<file path="src/design/bdpp_pkg.sv">
// ----------------------------------------------------------------------------
// bdpp_pkg
// Shared types, codes and sizes for the bus decoder and its parallel port.
// ----------------------------------------------------------------------------
package bdpp_pkg;

    // Memory sizes, held as address widths so that indexing is a bit-select
    localparam int ROM_AW    = 13;
    localparam int RAM_AW    = 10;
    localparam int CAL_AW    = 8;
    localparam int ROM_DEPTH = 1 << ROM_AW;
    localparam int RAM_DEPTH = 1 << RAM_AW;
    localparam int CAL_DEPTH = 1 << CAL_AW;
    localparam int CAL_W     = 4;

    // Bus actions
    localparam logic [1:0] ACT_READ    = 2'd0;
    localparam logic [1:0] ACT_WRITE   = 2'd1;
    localparam logic [1:0] ACT_PRELOAD = 2'd2;

    // Address map
    localparam logic [15:0] MAP_LOW_MASK = 16'hC000;
    localparam int          MAP_PORT_BIT = 15;
    localparam logic [2:0]  SEL_EXTI     = 3'd4;
    localparam logic [2:0]  SEL_CAL      = 3'd5;
    localparam logic [2:0]  SEL_RAM      = 3'd6;
    localparam logic [2:0]  SEL_EXTH     = 3'd7;

    // Port register select and control word layout
    localparam logic [1:0] PORT_A    = 2'd0;
    localparam logic [1:0] PORT_B    = 2'd1;
    localparam logic [1:0] PORT_C    = 2'd2;
    localparam logic [1:0] PORT_CTRL = 2'd3;
    localparam int         CW_MODE_SET  = 7;
    localparam int         CW_A_IN      = 4;
    localparam int         CW_CU_IN     = 3;
    localparam int         CW_B_IN      = 1;
    localparam int         CW_CL_IN     = 0;
    localparam logic [7:0] CW_MODE_MASK = 8'h64;

    localparam logic [7:0] BYTE_ONES = 8'hFF;
    localparam logic [3:0] CAL_HIGH  = 4'hF;

    typedef enum logic [2:0] {
        ST_OK        = 3'd0,
        ST_UNMAPPED  = 3'd1,
        ST_ROM_WRITE = 3'd2,
        ST_BAD_MODE  = 3'd3,
        ST_BSR       = 3'd4,
        ST_CTRL_READ = 3'd5
    } t_status;

    typedef enum logic [2:0] {
        R_NONE, R_ROM, R_RAM, R_EXTI, R_EXTH, R_CAL, R_PORT
    } t_region;

    typedef struct packed {
        logic [1:0]  action;
        logic [15:0] bus_address;
        logic [7:0]  write_data;
        logic [7:0]  pins_a;
        logic [7:0]  pins_b;
        logic [7:0]  pins_c;
    } t_in_item;

    typedef struct packed {
        logic [7:0] read_data;
        logic [2:0] status;
        logic [7:0] drive_a;
        logic [7:0] drive_b;
        logic [7:0] drive_c;
        logic       ports_updated;
    } t_result;

    // Request from the decoder to the parallel port
    typedef struct packed {
        logic       rd_en;
        logic       wr_en;
        logic [1:0] sel;
        logic [7:0] wdata;
        logic [7:0] pins_a;
        logic [7:0] pins_b;
        logic [7:0] pins_c;
    } t_ppi_req;

    // Answer of the parallel port; drive bytes are after the access
    typedef struct packed {
        logic [7:0] rd_data;
        t_status    status;
        logic [7:0] drive_a;
        logic [7:0] drive_b;
        logic [7:0] drive_c;
        logic       updated;
    } t_ppi_rsp;

    // Region of a bus address, from A15..A11
    function automatic t_region decode_region(input logic [15:0] addr);
        t_region r;
        r = R_NONE;
        if ((addr & MAP_LOW_MASK) == 16'h0000) begin
            case (addr[13:11])
                SEL_EXTI: r = R_EXTI;
                SEL_CAL:  r = R_CAL;
                SEL_RAM:  r = R_RAM;
                SEL_EXTH: r = R_EXTH;
                default:  r = R_ROM;
            endcase
        end else if (addr[MAP_PORT_BIT]) begin
            r = R_PORT;
        end
        return r;
    endfunction

endpackage

</file>
<file path="src/design/bdpp_ppi.sv">
// ----------------------------------------------------------------------------
// bdpp_ppi
// Mode-0 parallel port: direction and latch registers for ports A, B and C,
// control word handling and the pin/latch mix on reads.
// ----------------------------------------------------------------------------
module bdpp_ppi
    import bdpp_pkg::*;
(
    input  logic     i_clk,
    input  logic     i_rst_n,
    input  t_ppi_req i_req,
    output t_ppi_rsp o_rsp
);

    logic [7:0] r_dir_a, r_dir_b, r_dir_c;
    logic [7:0] r_latch_a, r_latch_b, r_latch_c;
    logic [7:0] n_dir_a, n_dir_b, n_dir_c;
    logic [7:0] n_latch_a, n_latch_b, n_latch_c;
    logic [7:0] sel_dir, sel_latch, sel_pins;

    // Selected port for reads
    always_comb begin
        case (i_req.sel)
            PORT_A: begin
                sel_dir = r_dir_a; sel_latch = r_latch_a; sel_pins = i_req.pins_a;
            end
            PORT_B: begin
                sel_dir = r_dir_b; sel_latch = r_latch_b; sel_pins = i_req.pins_b;
            end
            PORT_C: begin
                sel_dir = r_dir_c; sel_latch = r_latch_c; sel_pins = i_req.pins_c;
            end
            default: begin
                sel_dir = '0; sel_latch = '0; sel_pins = '0;
            end
        endcase
    end

    // Access decode and next register values
    always_comb begin
        n_dir_a   = r_dir_a;
        n_dir_b   = r_dir_b;
        n_dir_c   = r_dir_c;
        n_latch_a = r_latch_a;
        n_latch_b = r_latch_b;
        n_latch_c = r_latch_c;
        o_rsp.rd_data = BYTE_ONES;
        o_rsp.status  = ST_OK;
        o_rsp.updated = 1'b0;

        if (i_req.rd_en) begin
            if (i_req.sel == PORT_CTRL) begin
                o_rsp.status = ST_CTRL_READ;
            end else begin
                o_rsp.rd_data = (sel_pins & ~sel_dir) | (sel_latch & sel_dir);
            end
        end

        if (i_req.wr_en) begin
            case (i_req.sel)
                PORT_A: begin
                    n_latch_a = i_req.wdata; o_rsp.updated = 1'b1;
                end
                PORT_B: begin
                    n_latch_b = i_req.wdata; o_rsp.updated = 1'b1;
                end
                PORT_C: begin
                    n_latch_c = i_req.wdata; o_rsp.updated = 1'b1;
                end
                default: begin
                    // control word: only mode 0 set is taken
                    if (!i_req.wdata[CW_MODE_SET]) begin
                        o_rsp.status = ST_BSR;
                    end else if ((i_req.wdata & CW_MODE_MASK) != 8'h00) begin
                        o_rsp.status = ST_BAD_MODE;
                    end else begin
                        n_dir_a = i_req.wdata[CW_A_IN] ? 8'h00 : BYTE_ONES;
                        n_dir_b = i_req.wdata[CW_B_IN] ? 8'h00 : BYTE_ONES;
                        n_dir_c = {i_req.wdata[CW_CU_IN] ? 4'h0 : 4'hF,
                                   i_req.wdata[CW_CL_IN] ? 4'h0 : 4'hF};
                        n_latch_a = '0;
                        n_latch_b = '0;
                        n_latch_c = '0;
                        o_rsp.updated = 1'b1;
                    end
                end
            endcase
        end

        o_rsp.drive_a = n_latch_a & n_dir_a;
        o_rsp.drive_b = n_latch_b & n_dir_b;
        o_rsp.drive_c = n_latch_c & n_dir_c;
    end

    // Port registers
    always_ff @(posedge i_clk) begin
        if (!i_rst_n) begin
            r_dir_a   <= '0;
            r_dir_b   <= '0;
            r_dir_c   <= '0;
            r_latch_a <= '0;
            r_latch_b <= '0;
            r_latch_c <= '0;
        end else begin
            r_dir_a   <= n_dir_a;
            r_dir_b   <= n_dir_b;
            r_dir_c   <= n_dir_c;
            r_latch_a <= n_latch_a;
            r_latch_b <= n_latch_b;
            r_latch_c <= n_latch_c;
        end
    end

endmodule

</file>
<file path="config.mk">
export PLATFORM = sky130hd
export DESIGN_NAME = bdpp_ppi
export DESIGN_NICKNAME = d
export VERILOG_FILES = /design/src/design/bdpp_pkg.sv /design/src/design/bdpp_ppi.sv
export SDC_FILE = /design/constraint.sdc
export NUM_CORES = 1
export LEC_CHECK = 0
export BUFFER_PORTS_ARGS = -buffer_cell sky130_fd_sc_hd__buf_2
export CAP_MARGIN = 0
export CELL_PAD_IN_SITES_DETAIL_PLACEMENT = 0
export CELL_PAD_IN_SITES_GLOBAL_PLACEMENT = 1
export CORE_ASPECT_RATIO = 0.5
export CORE_MARGIN = 2
export CORE_UTILIZATION = 41
export CTS_CLUSTER_SIZE = 30
export DETAILED_ROUTE_END_ITERATION = 8
export PLACE_DENSITY_LB_ADDON = 0.1
export SLEW_MARGIN = 30
export SYNTH_ARGS = -nofsm -noshare
export SYNTH_HDL_FRONTEND = slang
export SYNTH_SLANG_ARGS = --single-unit
</file>
<file path="constraint.sdc">
create_clock -name i_clk -period 2.45 [get_ports i_clk]
set_input_delay 0 -clock i_clk [delete_from_list [all_inputs] [get_ports i_clk]]
set_output_delay 0 -clock i_clk [all_outputs]
set_load 0.05 [all_outputs]
</file>
==> results of run 1 <==
flip-flops by register name, summed over array words and instances, names as in the netlist:
register and flops:
r_dir_a 8, r_dir_b 8, r_dir_c 8, r_latch_a 8, r_latch_b 8, r_latch_c 8
cells in the mapped netlist (6+ instances only):
| library cell | number | area share |
|---|---|---|
| a22oi_1 | 17 | 0.045 |
| o211ai_1 | 14 | 0.037 |
| a21oi_1 | 40 | 0.071 |
| inv_1 | 9 | 0.012 |
| nand3_1 | 16 | 0.028 |
| o211a_1 | 12 | 0.042 |
| nand2_1 | 46 | 0.061 |
| a222oi_1 | 8 | 0.028 |
| a2bb2oi_1 | 7 | 0.022 |
| o21a_1 | 14 | 0.037 |
| dfxtp_1 | 48 | 0.34 |
| clkbuf_1 | 31 | 0.041 |
| nand4_1 | 8 | 0.018 |
| o21ai_0 | 16 | 0.028 |
| a32oi_1 | 6 | 0.019 |
metrics by stage:
step / instance area (um2) / util
detailed placement: 3250 / 0.484
global route: 3410 / 0.509
finish: 3410 / 0.509
global placement: 3250 / 0.484
floorplan: 2840 / -
CTS: 3410 / 0.509
power by group through the flow:
stage	logic [mW]	registers [mW]	clock network, mW
global route	0.351	0.813	0.835
CTS	0.323	0.811	0.801
detailed placement	0.322	0.829	0
global placement	0.318	0.828	0
floorplan	0.216	0.822	0
finish	0.326	0.813	0.791
routing by layer:
layer	routed length [um]	vias up	part of all wire
li1	-	1467	-
met3	1050	15	0.10
met1	4750	1537	0.47
met5	0	-	0
met4	104	0	0.010
met2	4300	164	0.42
worst max-delay path by stage:
| stage | endpoint | cells after the start |
|---|---|---|
| 2_1_floorplan | o_rsp[17] | 7 |
| 3_3_place_gp | o_rsp[17] | 7 |
| 3_5_place_dp | o_rsp[17] | 7 |
| 4_1_cts | o_rsp[17] | 7 |
| 5_1_grt | o_rsp[17] | 7 |
| 6_report | o_rsp[17] | 7 |
cells by family after synthesis:
| family | synth area share |
|---|---|
| compound gates | 0.409 |
| simple gates | 0.164 |
| flops | 0.338 |
| buf+inv | 0.0670 |
| fa+ha+maj | 0.0220 |
layout make-up:
type | instances | area (um2) | area share
tap | 92 | 115 | 0.0337
sequential | 48 | 961 | 0.282
inverter | 9 | 33.8 | 0.00990
multi-input combinational | 258 | 1690 | 0.495
timing repair buffer | 84 | 448 | 0.131
clock inverter | 3 | 42.5 | 0.0125
clock buffer | 5 | 125 | 0.0367
==> results by group, run 1 <==
Min path
  – Min-Delay Endpoint: r_latch_c[7]
  – Hold wc startpoint: i_rst_n
  – Hold Crit Depth: 2
  – Hold/Removal Path Class: input port to flop

Clock tree
  – # clock sinks: 48
  – CTS tree: yes
  – Clock slew at reported path FFs: approximately 0.07 ns
  – Post-CTS sizing: 0
  – Htree depth: 2
  – Max clock buf depth: 2
  – Setup bufs post-CTS: 0
  – Number of buffers created by CTS: 5
  – Hold_buf cts: 0
  – Clock Latency Late Sink: roughly 0.29 ns
  – Clock root buffer: clkbuf_16

STA
  – Final worst setup slack: between 0.4 and 0.5 ns
  – Final setup fails: 0
  – Worst clock skew: 0 ns
  – Post-layout minimum cycle time: about 2.0 ns
  – Final period utilization: 0.828
  – Hold_ws: about 0.039 ns
  – Setup TNS: 0 ns
  – Final hold violations: 0
  – RSZ-0062 raised after global routing: false
  – Actual slew at the worst max-slew pin: ~0.88 ns
  – Slew headroom: 0.413
  – Max Freq: slightly below 0.5 GHz
  – Slew Limit Fails: 0

Global route
  – Largest net degree at the start of global routing: 27
  – Total track usage: 0.271
  – First-pass GRT wire length: about 16000 um
  – GR Util met1: 0.399
  – GRT Max-Usage Layer: met2
  – Vias in the first global route: 3049
  – Initial antenna violation count: 0
  – Met3 Use GR: 0.0657
  – M2 GR Usage: 0.406
  – Grt total ovfl: 0

Critical path
  – Most frequent cell on the critical path: buf_2
  – FF-to-FF path depth: 3
  – Worst path bufs/invs: 3
  – Worst Setup End Kind: output port
  – Peak per-stage delay on the critical path: around 0.40 ns
  – CP startpoint kind: input port
  – R2r setup slk: around 1.4 ns
  – Worst R2R Start: r_latch_a[1]
  – Worst-path fanout max: 24
  – Slowest cell on crit path: a221oi_1
  – CP required: about 2.5 ns
  – WS Path Type: input port to output port
  – FF-to-FF End: r_latch_a[1]
  – CP delay by family, top: buffers and inverters
  – Crit path DAT: a little over 2 ns
  – Crit path from: i_req[32]
  – Critical-path cell list: buf_2 -> ha_1 -> buf_4 -> and2_1 -> nand2_2 -> a221oi_1 -> buf_2

Die
  – Area of the core: 6700 um2
  – Starting Density: 0.424
  – Die footprint: between 7000 and 8000 um2
  – Die width: ~120 um
  – Placement Rows: 21
  – Top-level port count: 74
  – Die H: approximately 63 um

Routing
  – DR pass1 iterations: 6
  – Avg WL per Cell: 20.5 um
  – Vias per inst: ~6.4
  – DRT iter0 DRCs: between 200 and 300
  – Via count: 3183
  – DRT antenna net count: 0
  – Post-route DRC: 0
  – WL final: 10200 um

Cells and area
  – Cell Count, Final, Fillers Out: roughly 500
  – Fraction of layout cells with a size suffix above 1: 0.248
  – Diode count: 0
  – Final #Nets: around 450
  – Fillers: 684
  – Commonest non-fill, non-tap cell in the layout: buf_2
  – Synth-to-Final Area Change: 20.2%
  – Leading cell types in the layout, fill and taps excluded: buf_2, dfxtp_1, nand2_1

Power and ir drop
  – Max VDD drop: 0.338 mV
  – P per Cell Area: 566 nW/um2
  – Combinational cell fraction of total power: 0.169
  – Sw Ratio: 0.287
  – Seq pwr share: 0.421
  – Sw power: roughly 0.55 mW
  – Internal: ~1.4 mW
  – Leak: around 1.3 nW
  – Final Power: 1.93 mW
  – Clock Power Share: 0.410

Run status
  – Outcome: finished, final reports clean

Synthesis
  – Synthesized area per cell: 8.09 um2
  – Post-synthesis cell area: between 2000 and 3000 um2
  – Commonest register cell after synthesis: dfxtp_1
  – Unique cell type count in the Yosys netlist: 42
  – Sequential area share after synthesis: 0.338
  – Post-synth EDFFs: 0
  – Syn nets: a little under 400
  – Mapped Cells: approximately 350
  – Asr flop ratio synth: 0
  – Synthesized flop and latch total: 48
  – Ys Warns: 0

Placement
  – Place WS: about 0.45 ns
  – Gpl congestion: between 0.9 and 1
  – Cells after DPL: slightly below 500
  – # port buffers: 73
  – DP HPWL: 7550 um

Flow run
  – Max-Cap Viols: 0
Power figures use the tool's default switching activity.
==> run 2: changes to the inputs <==
- CORE_UTILIZATION: 41 -> 38
- clock period: 2.45 -> 1.9 ns (I/O delays scaled with it)
==> run 2 against run 1 <==
Effect of this change:
- via count increased by 1.3%
- total power up 23%
- largest cell class unchanged
- global-route usage decreased by 2.0 points
- routed wire length is 2.1% higher
- highest routed layer unchanged
- hold slack gained 0.0017 ns
==> results by group, run 2 (synthesis gave the netlist of run 1 again) <==
Clock tree
  – Number of buffers created by CTS: 5
  – CTS tree: yes
  – Post-CTS sizing: 0
  – Hold_buf cts: 0
  – Max clock buf depth: 2
  – Htree depth: 2
  – Clock Latency Late Sink: between 0.2 and 0.3 ns
  – Clock root buffer: clkbuf_16
  – Clock slew at reported path FFs: 0.07 ns
  – Setup bufs post-CTS: 0
  – # clock sinks: 48

Power and ir drop
  – Sw Ratio: 0.301
  – Max VDD drop: approximately 0.4 mV
  – Internal: 1.66 mW
  – P per Cell Area: 675 nW/um2
  – Combinational cell fraction of total power: 0.188
  – Seq pwr share: 0.442
  – Leak: roughly 1.4 nW
  – Clock Power Share: 0.370
  – Sw power: around 0.7 mW
  – Final Power: between 2 and 2.5 mW

Critical path
  – WS Path Type: input port to output port
  – CP required: 1.90 ns
  – Worst Setup End Kind: output port
  – FF-to-FF End: r_latch_a[1]
  – Crit path DAT: roughly 1.7 ns
  – R2r setup slk: 0.83 ns
  – FF-to-FF path depth: 3
  – Worst R2R Start: r_latch_a[1]
  – CP startpoint kind: input port
  – Worst-path fanout max: 8

Run status
  – Outcome: finished, final reports clean

STA
  – Post-layout minimum cycle time: ~1.7 ns
  – RSZ-0062 raised after global routing: false
  – Max Freq: slightly below 0.6 GHz
  – Hold_ws: 0.0402 ns
  – Final hold violations: 0
  – Worst clock skew: 0 ns
  – Final setup fails: 0
  – Final period utilization: 0.905
  – Slew Limit Fails: 0
  – Slew headroom: 0.597
  – Setup TNS: 0 ns
  – Actual slew at the worst max-slew pin: 0.603 ns

Placement
  – Cells after DPL: roughly 510
  – DP HPWL: 7830 um
  – # port buffers: 73
  – Gpl congestion: between 0.8 and 0.9

Cells and area
  – Diode count: 0
  – Cell Count, Final, Fillers Out: roughly 520
  – Synth-to-Final Area Change: 23.6%
  – Fraction of layout cells with a size suffix above 1: 0.270
  – Leading cell types in the layout, fill and taps excluded: buf_2, dfxtp_1, nand2_1
  – Final #Nets: between 400 and 500
  – Commonest non-fill, non-tap cell in the layout: buf_2

Min path
  – Hold wc startpoint: i_rst_n
  – Hold/Removal Path Class: input port to flop
  – Hold Crit Depth: 2
  – Min-Delay Endpoint: r_latch_c[4]

Die
  – Placement Rows: 22
  – Die footprint: roughly 8200 um2
  – Top-level port count: 74
  – Die H: 65.1 um
  – Die width: approximately 130 um
  – Area of the core: between 7000 and 8000 um2
  – Starting Density: 0.389

Global route
  – Grt total ovfl: 0
  – Vias in the first global route: between 2000 and 3000
  – Initial antenna violation count: 0
  – Largest net degree at the start of global routing: 27
  – First-pass GRT wire length: about 16000 um
  – Total track usage: 0.251

Routing
  – DRT iter0 DRCs: about 310
  – Post-route DRC: 0
  – Vias per inst: 6.26
  – Via count: around 3200
  – DR pass1 iterations: 6
  – WL final: approximately 10000 um
  – Avg WL per Cell: 20.2 um
  – DRT antenna net count: 0

Flow run
  – Max-Cap Viols: 0
[run 2: cell count changes in the layout (fill, tap and decap cells not counted)]
cell	delta
clkinvlp_4	-1
clkbuf_1	+1
ha_2	+1
a21boi_0	-1
ha_1	-1
a21boi_1	+1
bufinv_16	-1
buf_12	+2
buf_4	+11
[run 2: layout make-up]
cell class | instances | area [um2]
Clock inverter | 1 | 5.00
Clock buffer | 6 | 129
Inverter | 9 | 33.8
Fill cell | 746 | 3780
Timing Repair Buffer | 97 | 571
Tap cell | 96 | 120
Sequential cell | 48 | 961
Multi-Input combinational cell | 258 | 1690
[run 2: power by group through the flow]
stage                     clock network, mW  registers [mW]  logic, mW
after floorplan                           0            1.06      0.278
after global placement                    0            1.07      0.434
after detailed placement                  0            1.07      0.440
after CTS                             0.888            1.04      0.440
after global routing                  0.935            1.05      0.475
final                                 0.877            1.05      0.446
[run 2: worst max-delay path, cell delays in order]
cell	delay (ns)
buf_2	0.13
inv_1	0.07
ha_1	0.26
or4b_2	0.84
nand2_1	0.12
a21oi_1	0.07
buf_2	0.21
[run 2: per-layer routing]
| metal | up-vias | global-route usage | wire length, um |
|---|---|---|---|
| met5 | - | 0 | 0 |
| met4 | 0 | 0.0481 | 100 |
| met3 | 11 | 0.0546 | 745 |
| met2 | 133 | 0.368 | 4440 |
| met1 | 1587 | 0.379 | 5130 |
| li1 | 1493 | - | - |
[run 2: through the flow]
stage | setup WS [ns] | cell area (um2) | utilization
after global placement | 0.186 | 3370 | 0.462
after floorplan | -0.308 | 2840 | -
after global routing | 0.0998 | 3510 | 0.481
final | 0.181 | 3510 | 0.481
after CTS | 0.112 | 3510 | 0.481
after detailed placement | 0.123 | 3370 | 0.462
[run 2: worst max-delay path by stage]
stage                   start        end  slack, ns  depth (start not counted)
finish              i_req[32]   o_rsp[2]       0.18                          7
floorplan           i_req[32]  o_rsp[17]      -0.31                          7
global route        i_req[33]  o_rsp[33]        0.1                          8
detailed placement  i_req[32]   o_rsp[5]       0.12                          7
global placement    i_req[32]   o_rsp[5]       0.19                          7
CTS                 i_req[32]   o_rsp[5]       0.11                          7
==> run 3: changes to the inputs <==
- REMOVE_ABC_BUFFERS: not set -> 1
==> run 3 against run 2 <==
Effect of this change:
- hold slack worse by 0.0013 ns
- critical path depth stayed put
- cell area up 1.9%
- clock-buffer cell count stayed put
- fmax down 3.9%
- non-clock buffer count rose by 9
- critical path type unchanged
- largest power group unchanged
- highest routed layer unchanged
==> results by group, run 3 (synthesis gave the netlist of run 1 again) <==
Run status
  – Outcome: finished, final reports clean

Clock tree
  – Clock root buffer: clkbuf_16
  – Post-CTS sizing: 0
  – Clock Latency Late Sink: 0.29 ns
  – Hold_buf cts: 0
  – Max clock buf depth: 2
  – Htree depth: 2
  – Number of buffers created by CTS: 5
  – # clock sinks: 48
  – Clock slew at reported path FFs: roughly 0.06 ns
  – CTS tree: yes
  – Setup bufs post-CTS: 0

STA
  – Worst clock skew: 0 ns
  – Actual slew at the worst max-slew pin: a little over 0.5 ns
  – Max Freq: 0.559 GHz
  – Final hold violations: 0
  – Final period utilization: 0.941
  – Slew headroom: 0.655
  – Final setup fails: 0
  – Slew Limit Fails: 0
  – Setup TNS: 0 ns
  – RSZ-0062 raised after global routing: false
  – Post-layout minimum cycle time: 1.79 ns
  – Final worst setup slack: 0.112 ns
  – Hold_ws: ~0.039 ns

Die
  – Die width: between 100 and 150 um
  – Die H: approximately 65 um
  – Area of the core: between 7000 and 8000 um2
  – Placement Rows: 22
  – Die footprint: slightly above 8000 um2
  – Top-level port count: 74
  – Starting Density: 0.389

Placement
  – Place WS: ~0.13 ns
  – Cells after DPL: 517
  – # port buffers: 73
  – DP HPWL: 7300 um
  – Placed Area: roughly 3400 um2
  – Gpl congestion: around 0.84

Global route
  – M2 GR Usage: 0.399
  – Initial antenna violation count: 0
  – Total track usage: 0.246
  – Met3 Use GR: 0.0660
  – Vias in the first global route: around 3000
  – GR Util met1: 0.330
  – Grt total ovfl: 0
  – First-pass GRT wire length: around 16000 um
  – GRT Max-Usage Layer: met2
  – Largest net degree at the start of global routing: between 40 and 50

Critical path
  – Worst Setup End Kind: output port
  – Crit path DAT: between 1.5 and 2 ns
  – Worst-path fanout max: 8
  – FF-to-FF path depth: 3
  – FF-to-FF End: r_latch_a[2]
  – Worst R2R Start: r_latch_a[2]
  – Crit path from: i_req[32]
  – WS Path Type: input port to output port
  – CP required: around 1.9 ns
  – CP startpoint kind: input port
  – R2r setup slk: roughly 0.91 ns

Cells and area
  – Fraction of layout cells with a size suffix above 1: 0.283
  – Leading cell types in the layout, fill and taps excluded: buf_2, dfxtp_1, nand2_1
  – Cell Count, Final, Fillers Out: between 500 and 600
  – Fin util: 0.490
  – Final #Nets: 471
  – Final Instance Area: 3570 um2
  – Fillers: 725
  – Commonest non-fill, non-tap cell in the layout: buf_2
  – Synth-to-Final Area Change: 25.9%
  – Diode count: 0

Routing
  – DRT iter0 DRCs: approximately 260
  – Vias per inst: between 6 and 7
  – DR pass1 iterations: 6
  – DRT antenna net count: 0
  – WL final: ~10000 um
  – Via count: between 3000 and 4000
  – Avg WL per Cell: 19.2 um
  – Post-route DRC: 0

Power and ir drop
  – Max VDD drop: ~0.3 mV
  – Leak: between 1 and 1.5 nW
  – Final Power: about 2.4 mW
  – P per Cell Area: roughly 660 nW/um2

Min path
  – Hold/Removal Path Class: input port to flop
  – Min-Delay Endpoint: r_latch_b[4]
  – Hold wc startpoint: i_req[28]
  – Hold Crit Depth: 3

Flow run
  – Max-Cap Viols: 0
[run 3: cell types whose count changed in the layout (fill, tap and decap cells not counted), sizes merged]
| cell | before | now |
|---|---|---|
| buf | 97 | 106 |
[run 3: power breakdown]
group	switching, mW	internal [mW]
combinational	0.303	0.158
sequential	0.0163	1.03
clock	0.380	0.479
[run 3: worst max path at each step]
| stage | end | slack, ns | depth (start not counted) |
|---|---|---|---|
| global route | o_rsp[5] | 0.06 | 7 |
| CTS | o_rsp[1] | 0.13 | 7 |
| floorplan | o_rsp[8] | -0.59 | 4 |
| detailed placement | o_rsp[1] | 0.13 | 7 |
| global placement | o_rsp[1] | 0.19 | 7 |
| finish | o_rsp[1] | 0.11 | 7 |
[run 3: layer usage]
layer	wire length [um]	vias up
li1	-	1512
met1	4820	1540
met2	4300	119
met3	779	14
met4	148	0
met5	0	-
[run 3: critical path, cell delays in order]
cell     delay [ns]
buf_2          0.13
inv_1          0.07
ha_1           0.31
or4b_2         0.86
nand2_1        0.12
a21oi_1        0.07
buf_2          0.21
[run 3: cell type report]
cell class                 count  area, um2  area share
clock inverter                 1       5.00     0.00140
multi-input combinational    258       1690       0.472
inverter                       9       33.8     0.00945
timing repair buffer         106        638       0.179
clock buffer                   6        129      0.0361
sequential                    48        961       0.269
tap                           96        120      0.0336
